[config.mk]
export PLATFORM = sky130hd
export DESIGN_NAME = gsbp_history
export DESIGN_NICKNAME = d
export VERILOG_FILES = /design/src/hw/rtl/gsbp_pkg.sv /design/src/hw/rtl/gsbp_history.sv
export SDC_FILE = /design/constraint.sdc
export NUM_CORES = 1
export LEC_CHECK = 0
export BUFFER_PORTS_ARGS = -buffer_cell sky130_fd_sc_hd__buf_4
export CORE_MARGIN = 4
export CORE_UTILIZATION = 30
export CTS_CLUSTER_SIZE = 12
export DETAILED_ROUTE_END_ITERATION = 8
export GPL_ROUTABILITY_DRIVEN = 0
export GPL_TIMING_DRIVEN = 0
export PLACE_DENSITY_LB_ADDON = 0.05
export SYNTH_ARGS = -nofsm -noshare
export SYNTH_HDL_FRONTEND = slang
export SYNTH_SLANG_ARGS = --single-unit
[constraint.sdc]
create_clock -name clk -period 1.15 [get_ports clk]
set_input_delay 0.0575 -clock clk [delete_from_list [all_inputs] [get_ports clk]]
set_output_delay 0.0575 -clock clk [all_outputs]
set_load 0.01 [all_outputs]
[src/hw/rtl/gsbp_pkg.sv]
package gsbp_pkg;

    // Operation codes carried on func
    localparam int FUNC_W = 3;
    localparam logic [FUNC_W-1:0] FUNC_LOOKUP  = 3'd0;
    localparam logic [FUNC_W-1:0] FUNC_UPDATE  = 3'd1;
    localparam logic [FUNC_W-1:0] FUNC_UNCOND  = 3'd2;
    localparam logic [FUNC_W-1:0] FUNC_BTB_UPD = 3'd3;
    localparam logic [FUNC_W-1:0] FUNC_SQUASH  = 3'd4;

    // Global history register and its length register
    localparam int HIST_W = 12;
    localparam int LEN_W  = 4;
    localparam logic [LEN_W-1:0] HIST_LEN_MAX   = 4'd12;
    localparam logic [LEN_W-1:0] HIST_LEN_RESET = 4'd12;

    // Branch address field width
    localparam int ADDR_W = 32;

    // History command from the sequencer
    typedef struct packed {
        logic shift;
        logic shift_bit;
        logic clear;
    } hist_cmd_t;

endpackage

[src/hw/rtl/gsbp_history.sv]
module gsbp_history
    import gsbp_pkg::*;
#(
    parameter int INDEX_BITS   = 12,
    parameter int ADDRESS_BITS = 32
) (
    input  logic                  clk,
    input  logic                  rst_n,
    input  logic                  cfg_we,
    input  logic [LEN_W-1:0]      cfg_len,
    input  logic [ADDR_W-1:0]     br_addr,
    input  hist_cmd_t             cmd,
    output logic [INDEX_BITS-1:0] index
);

    localparam int HIST_EXT = (INDEX_BITS > HIST_W) ? INDEX_BITS : HIST_W;

    logic [LEN_W-1:0]    len_reg;
    logic [HIST_W-1:0]   hist_reg;
    logic [HIST_W-1:0]   hist_next;
    logic [LEN_W-1:0]    eff_len;
    logic [HIST_W-1:0]   hist_mask;
    logic [HIST_W-1:0]   hist_masked;
    logic [HIST_EXT-1:0] hist_ext;
    logic [ADDR_W-1:0]   addr_mask;
    logic [ADDR_W-1:0]   addr_masked;

    // Clamp the length to the register width and build the masks
    always_comb
    begin
        eff_len = (len_reg > HIST_LEN_MAX) ? HIST_LEN_MAX : len_reg;
        for (int i = 0; i < HIST_W; i++)
        begin
            hist_mask[i] = (i < int'(eff_len));
        end
        for (int i = 0; i < ADDR_W; i++)
        begin
            addr_mask[i] = (i < ADDRESS_BITS);
        end
    end

    // Form the table index from address and masked history
    assign hist_masked = hist_reg & hist_mask;
    assign hist_ext    = HIST_EXT'(hist_masked);
    assign addr_masked = br_addr & addr_mask;
    assign index       = addr_masked[INDEX_BITS-1:0] ^ hist_ext[INDEX_BITS-1:0];

    // Shift in an outcome or clear the history
    always_comb
    begin
        priority if (cmd.clear)
        begin
            hist_next = '0;
        end
        else if (cmd.shift)
        begin
            hist_next = {hist_reg[HIST_W-2:0], cmd.shift_bit} & hist_mask;
        end
        else
        begin
            hist_next = hist_reg;
        end
    end

    always_ff @(posedge clk or negedge rst_n)
    begin
        if (!rst_n)
        begin
            hist_reg <= '0;
            len_reg  <= HIST_LEN_RESET;
        end
        else
        begin
            hist_reg <= hist_next;
            if (cfg_we)
            begin
                len_reg <= cfg_len;
            end
        end
    end

endmodule

# Yosys cells after proc, flatten, opt, wreduce, memory -nomap -nowiden
# Index checks and enable logic that the tools add are counted.
[word_totals]
wordCells = 22
inputBits = 42
ff_bits = 16
out_inout_bits = 12
[classes]
n_lt_le_gt_ge = 13
n_bitwise = 3
mux = 3
reduce_logical = 1
[op_table]
columns = ["op", "n"]
rows = [
  ["$and A12 B12 Y12", 2],
  ["$mux W12", 2],
  ["$lt A3 B4 Y1 const A", 4],
  ["$lt A4 B4 Y1 const A", 4],
  ["$xor A12 B12 Y12", 1],
  ["$lt A1 B4 Y1 const A", 2],
  ["$lt A2 B4 Y1 const A", 2],
  ["$gt A4 B4 Y1 const B", 1],
  ["$mux W4", 1],
  ["$reduce_bool A2 Y1", 1],
]

# Logic depth before layout (Yosys ltp)
# Gate-level depths: netlist (run 1).
[logic_depth]
ltp_word = 6
mapped_depth = 4
depth_no_buf = 3

# Worst setup path before layout (run 1)
# No wires, ideal clock.
[synth_path]
path_type = "reg2out"
startpoint = "register len_reg[3]"
endpoint = "output index[10]"
t_required_ns = 1.092
path_buffers = 2
setup_slack_ns = -0.093
arrival_ns = 1.185
path_stages_with_launch = 5
cell_sequence = "dfstp_2 buf_2 buf_2 nand3_1 xnor2_1"
[synth_via]
elab_chain_len = 5
[synth_lines]
columns = ["element", "line_no", "rtl"]
rows = [
  ["from (decl)", "gsbp_history.sv:18", "logic [LEN_W-1:0] len_reg;"],
  ["from (signal assigned)", "gsbp_history.sv:77", "len_reg <= cfg_len;"],
  ["$gt A4 B4 Y1", "gsbp_history.sv:31", "eff_len = (len_reg > HIST_LEN_MAX) ? HIST_LEN_MAX : len_reg;"],
  ["$mux W4 (*)", "gsbp_history.sv:31", ""],
  ["$lt A4 B4 Y1 (*)", "gsbp_history.sv:34", "hist_mask[i] = (i < int'(eff_len));"],
  ["$and A12 B12 Y12 (*)", "gsbp_history.sv:43", "assign hist_masked = hist_reg & hist_mask;"],
  ["$xor A12 B12 Y12 (*)", "gsbp_history.sv:46", "assign index = addr_masked[INDEX_BITS-1:0] ^ hist_ext[INDEX_BITS-1:0];"],
  ["to (decl)", "gsbp_history.sv:13", "output logic [INDEX_BITS-1:0] index"],
]
# Every way passes the cells marked *; elsewhere a longest branch is shown, timed or not.

# Final worst setup path (run 1)
[layout_path]
startpoint = "register len_reg[1]"
endpoint = "output index[0]"
[layout_via]
elab_chain_len = 5
[layout_lines]
columns = ["element", "line_no"]
rows = [
  ["$gt A4 B4 Y1", "gsbp_history.sv:31"],
  ["$mux W4 (*)", "gsbp_history.sv:31"],
  ["$lt A1 B4 Y1 (*)", "gsbp_history.sv:34"],
  ["$and A12 B12 Y12 (*)", "gsbp_history.sv:43"],
  ["$xor A12 B12 Y12 (*)", "gsbp_history.sv:46"],
]
# Marks and branches as above.

==> results_dict.tcl, run 1 <==
set metrics [dict create \
    startpoint "len_reg[1]$_DFFE_PN0P_" \
    crit_family "simple AND/OR/NAND/NOR gates" \
    crit_type "flip-flop to output port" \
    power.density_nw_per_um2 856.1 \
    r2r-start "len_reg[1]$_DFFE_PN0P_" \
    yosys_warnings 0 \
    critPathArrivalTime_ns 1.57 \
    synthArstFlopShare 1.000 \
    clk_latency_ns 0.29 \
    rsz0062_at_grt "yes" \
    worst_path_largest_cell_delay_ns 0.58 \
    cts_sinks 16 \
    fmax_mhz 612.7 \
    dp_hpwl_mm 1.679 \
    synth.net_count 137 \
    finalHoldViolCount 0 \
    grt_max_degree 17 \
    worst_slew_pin_slew_ns 0.6066 \
    path_clk_slew_ns 0.10 \
    reg2reg_to "hist_reg[0]$_DFFE_PN0P_" \
    p_leak_uw 0.0007333 \
    diodes 0 \
    grt_usage 0.1282 \
    drt-initial-drc-count 12 \
    critPathLaunchType "flip-flop" \
    num-nets-final 197 \
    stdcell_count 185 \
    worstPathRequired_ns 1.09 \
    clock_skew_ns 0.009493 \
    path_depth 4 \
    holdCritPathClass "input port to flip-flop" \
    cap_violations 0 \
    setup_viol 24 \
    final_area_um2 1703 \
    overflow 0 \
    syn_avg_cell_area_um2 9.628 \
    die_x_um 63.22 \
    status "finished with violations" \
    cts_buffer_depth 2 \
    rrSetupSlack_ns -0.18 \
    fin_crit_ns 1.632 \
    drive_above_1_share 0.5909 \
    clock-root-buffer "clkbuf_4" \
    fin_ws_ns -0.4821 \
    num_rows 19 \
    cts_tree "yes" \
    seq_area_frac_synth 0.4405 \
    initial_utilization 0.3233 \
    syn_area_um2 914.6 \
    crit_path_end_kind "output port" \
    cp_max_fo 2 \
    port_buffers 33 \
    period_share 1.419 \
    slew_headroom 0.5956 \
    synth_cell_type_count 21 \
    coreArea_um2 2829 \
    drt_wl_total_mm 2.755 \
    largest_reg_flops 12 \
    postSynthCellCount 95 \
    area_growth_pct 86.18 \
    mostFrequentLayoutCell "buf_4" \
    ys.flop_type "dfrtp_1" \
    ff2ff_path_depth 4 \
    crit_buf_inv 1 \
    grt_pass1_wl_mm 4.002 \
    antenna_found_initial 0 \
    placed_cells 159 \
    pin_count 54 \
    htreeDepth 1 \
    dr_total_vias 918 \
    drc 0 \
    cts_buffers 3 \
    violations "negative setup slack" \
    first_pass_iters 4 \
    wl_per_cell_um 14.89 \
    max-vdd-ir-drop_uv 700.9 \
    grt_pass1_vias 850 \
    path_cells "or4_4 > nand2_4 > xnor2_2 > buf_4" \
    slowest_stage "or4_4" \
    fp.dieH_um 63.22 \
    place_area_um2 1279 \
    final_cell_mix "buf_4, dfrtp_1, nand2b_1, buf_6" \
    synth-seq-cells 16 \
    slew_viol_final 0 \
    critPathCapture "index[0]" \
    ant_nets 0 \
    synth_edf_count 0 \
    via_per_inst 4.962 \
    die_area_um2 3996 \
]
cells by family (layout without fill, tap and decap cells):
family                    after synthesis  in the layout  share of synthesized area
buffers and inverters                   7             66                    0.03557
muxes                                   4              4                    0.04924
AOI/OAI and AO/OA                      23             23                     0.1546
DFF                                    16             16                     0.4405
xor gates and xnor gates               12             12                     0.1149
and+or+nand+nor                        33             33                     0.2052
routing by layer:
metal / vias to the layer above / wire, um / global-route usage
li1: 454 / - / -
met1: 439 / 1234 / 0.1650
met2: 23 / 1345 / 0.2042
met3: 2 / 156 / 0.04263
met4: 0 / 19 / 0.03774
met5: - / 0 / 0
stage by stage:
| step | util | setup TNS, ns | hold slack [ns] | setup slack [ns] | total power (uW) |
|---|---|---|---|---|---|
| 2_1_floorplan | - | -0.08825 | -0.2381 | -0.02716 | 782.3 |
| 3_3_place_gp | 0.4520 | -1.851 | -0.06493 | -0.2165 | 933.4 |
| 3_5_place_dp | 0.4520 | -1.963 | -0.06730 | -0.2169 | 937.0 |
| 4_1_cts | 0.5321 | -5.906 | 0.007452 | -0.4829 | 1366 |
| 5_1_grt | 0.6019 | -7.678 | 0.04214 | -0.5547 | 1549 |
| 6_report | 0.6019 | -5.886 | 0.06092 | -0.4821 | 1458 |
synthesized netlist by cell type, types with 2 or more instances:
cell	count	share of area
dfstp_2	2	0.057
a21o_1	2	0.016
mux2_2	4	0.049
or3_1	2	0.014
dfrtp_1	14	0.38
o21ai_0	2	0.011
clkbuf_1	2	0.0082
a21oi_1	12	0.066
nand2b_1	12	0.082
nand4_1	3	0.021
nand3_1	9	0.049
xnor2_1	12	0.11
nand2_1	5	0.021
o211ai_1	3	0.025
buf_2	5	0.027
cell type report:
type / instances / area (um^2)
timing repair buffer: 55 / 511.7
fill: 243 / 1126
clock buffer: 4 / 26.28
sequential: 16 / 404.1
multi-input combinational: 72 / 656.9
buffer: 7 / 65.06
tap: 31 / 38.79
how the worst min path moves through the flow:
stage / startpoint / to / slack, ns / cells past startpoint
6_report: cmd[2] / hist_reg[8]$_DFFE_PN0P_ / 0.06 / 3
5_1_grt: cfg_we / len_reg[2]$_DFFE_PN1P_ / 0.04 / 2
4_1_cts: cmd[1] / hist_reg[0]$_DFFE_PN0P_ / 0.007 / 3
3_5_place_dp: rst_n / hist_reg[2]$_DFFE_PN0P_ / -0.07 / 1
3_3_place_gp: rst_n / len_reg[1]$_DFFE_PN0P_ / -0.06 / 1
2_1_floorplan: rst_n / hist_reg[0]$_DFFE_PN0P_ / -0.24 / 0
power breakdown:
group,leakage (uW),internal (uW),total (uW),switching (uW)
sequential,0.000210,587,609,22.8
clock,0.0000150,135,316,181
combinational,0.000508,320,532,212
total,0.000733,1040,1460,416
tightest hold or removal path, stage by stage:
cell	delay, ns
buf_4	0.11
nand2b_1	0.11
a21oi_2	0.05
repair_timing:
item	4_1_cts	5_1_grt
pin swaps	16	16
endpoints found under the hold margin	21	2
setup endpoints to repair	21	25
hold buffers	5	2
resized for setup	15	26
buffers inserted	10	4
gates cloned	0	2
Note: power is estimated with default switching activity, not from simulation.
==> inputs of run 2 (changes only) <==
HOLD_SLACK_MARGIN = 0.15   (was default)
MAX_ROUTING_LAYER = met4   (was default)
==> run 2 against run 1 <==
Net effect: the flow still finishes with violations (negative setup slack); count of clock-buffer cells in the layout stayed put; flip-flop and latch count stayed put; critical path depth stayed put; sequential power hardly changed; core utilization is 0.71 points higher; register-to-register slack hardly changed; largest power group unchanged; combinational power is 2% higher; global-route usage is 0.97 points higher.
==> results_dict.tcl, run 2 (same netlist as run 1, synthesis figures left out) <==
set metrics [dict create \
    num-nets-final 199 \
    cap_violations 0 \
    cts_sinks 16 \
    overflow 0 \
    period_share 1.421 \
    fin_crit_ns 1.634 \
    critPathArrivalTime_ns 1.58 \
    drt_wl_total_mm 2.796 \
    cts_tree "yes" \
    area_growth_pct 88.37 \
    die_area_um2 3996 \
    finalHoldViolCount 0 \
    clk_latency_ns 0.29 \
    worst_slew_pin_slew_ns 0.6162 \
    rsz0062_at_grt "yes" \
    critPathLaunchType "flip-flop" \
    status "finished with violations" \
    nFillCells 238 \
    grt_usage 0.1379 \
    fp.dieH_um 63.22 \
    ant_nets 0 \
    cts_buffers 3 \
    grt_pass1_vias 889 \
    final_core_util 0.6090 \
    grt_pass1_wl_mm 4.209 \
    cts_buffer_depth 2 \
    drc 0 \
    dr_total_vias 948 \
    first_pass_iters 4 \
    diodes 0 \
    mostFrequentLayoutCell "buf_4" \
    fmax_mhz 611.8 \
    wl_met2_mm 1.315 \
    hold_slack_ns 0.1527 \
    cp_max_fo 2 \
    dp_hpwl_mm 1.679 \
    largest_reg_flops 12 \
    power.total_uw 1470 \
    antenna_found_initial 0 \
    holdCritPathClass "input port to async pin" \
    violations "negative setup slack" \
    clock_skew_ns 0.009522 \
    r2r-start "len_reg[2]$_DFFE_PN1P_" \
    num_rows 19 \
    port_buffers 33 \
    worstPathRequired_ns 1.09 \
    final_cell_mix "buf_4, dfrtp_1, nand2b_1, buf_6, dlygate4sd3_1" \
    htreeDepth 1 \
    drt-met1-wl_mm 1.267 \
    met3_length_um 181 \
    wl_per_cell_um 14.95 \
    fin_ws_ns -0.4845 \
    slew_viol_final 0 \
    path_clk_slew_ns 0.10 \
    clock-root-buffer "clkbuf_4" \
    crit_type "flip-flop to output port" \
    crit_path_end_kind "output port" \
    setup_viol 24 \
    die_x_um 63.22 \
    p_leak_uw 0.0007417 \
    via_per_inst 5.070 \
    drt-initial-drc-count 15 \
    place_area_um2 1279 \
    max-vdd-ir-drop_uv 692.0 \
    slew_headroom 0.5892 \
    initial_utilization 0.3233 \
    pin_count 54 \
    top_layer "met4" \
    drive_above_1_share 0.5833 \
    power.density_nw_per_um2 853.5 \
    final_area_um2 1723 \
    grt_max_degree 17 \
    coreArea_um2 2829 \
    startpoint "len_reg[1]$_DFFE_PN0P_" \
]
-- run 2: changes by cell type in the layout (fill, tap and decap cells not counted), sizes merged --
| cell | previous run | this run |
|---|---|---|
| dlygate4sd3 | 7 | 9 |
-- run 2: routing by layer --
metal | up-vias | track usage
li1 | 457 | -
met3 | 4 | 0.04085
met1 | 455 | 0.1761
met4 | 0 | 0.03774
met2 | 32 | 0.2134
met5 | - | -
-- run 2: final cells by class --
type                       count  area, um^2  share of cell area
multi-input combinational     72       656.9              0.3813
timing repair buffer          57       531.8              0.3086
buffer                         7       65.06             0.03776
tap                           31       38.79             0.02251
sequential                    16       404.1              0.2346
clock buffer                   4       26.28             0.01525
-- run 2: path summary, 6_finish.rpt --
check	endpoint	slack, ns	depth (start not counted)
min reg2reg	hist_reg[6]$_DFFE_PN0P_	0.56	2
max reg2reg	hist_reg[9]$_DFFE_PN0P_	-0.18	6
min in group clk	hist_reg[0]$_DFFE_PN0P_	0.26	4
max in group asynchronous	len_reg[2]$_DFFE_PN1P_	0.73	2
min	hist_reg[2]$_DFFE_PN0P_	0.15	2
max	index[0]	-0.48	4
-- run 2: timing repair --
item                       CTS  global route
buffers inserted            10             4
hold buffers                 9             0
pin swaps                   16            16
cloned                       0             2
resized for setup           15            26
hold endpoints to repair    25             0
setup endpoints to repair   21            25
-- run 2: per-stage QoR --
stage / setup WS, ns / std cells / TNS, ns
global placement: -0.2165 / 159 / -1.851
detailed placement: -0.2169 / 159 / -1.963
CTS: -0.4829 / 182 / -5.906
floorplan: -0.02716 / 95 / -0.08825
finish: -0.4845 / 187 / -5.989
global route: -0.5503 / 187 / -7.585
-- run 2: worst max-delay path: stages (launching register included) --
cell	delay [ns]
dfrtp_1	0.40
or4_4	0.58
nand2_4	0.08
xnor2_2	0.10
buf_4	0.13
-- run 2: power breakdown --
part / internal, uW / switching (uW)
clock network: 135 / 184
registers: 587 / 22.9
logic: 325 / 217
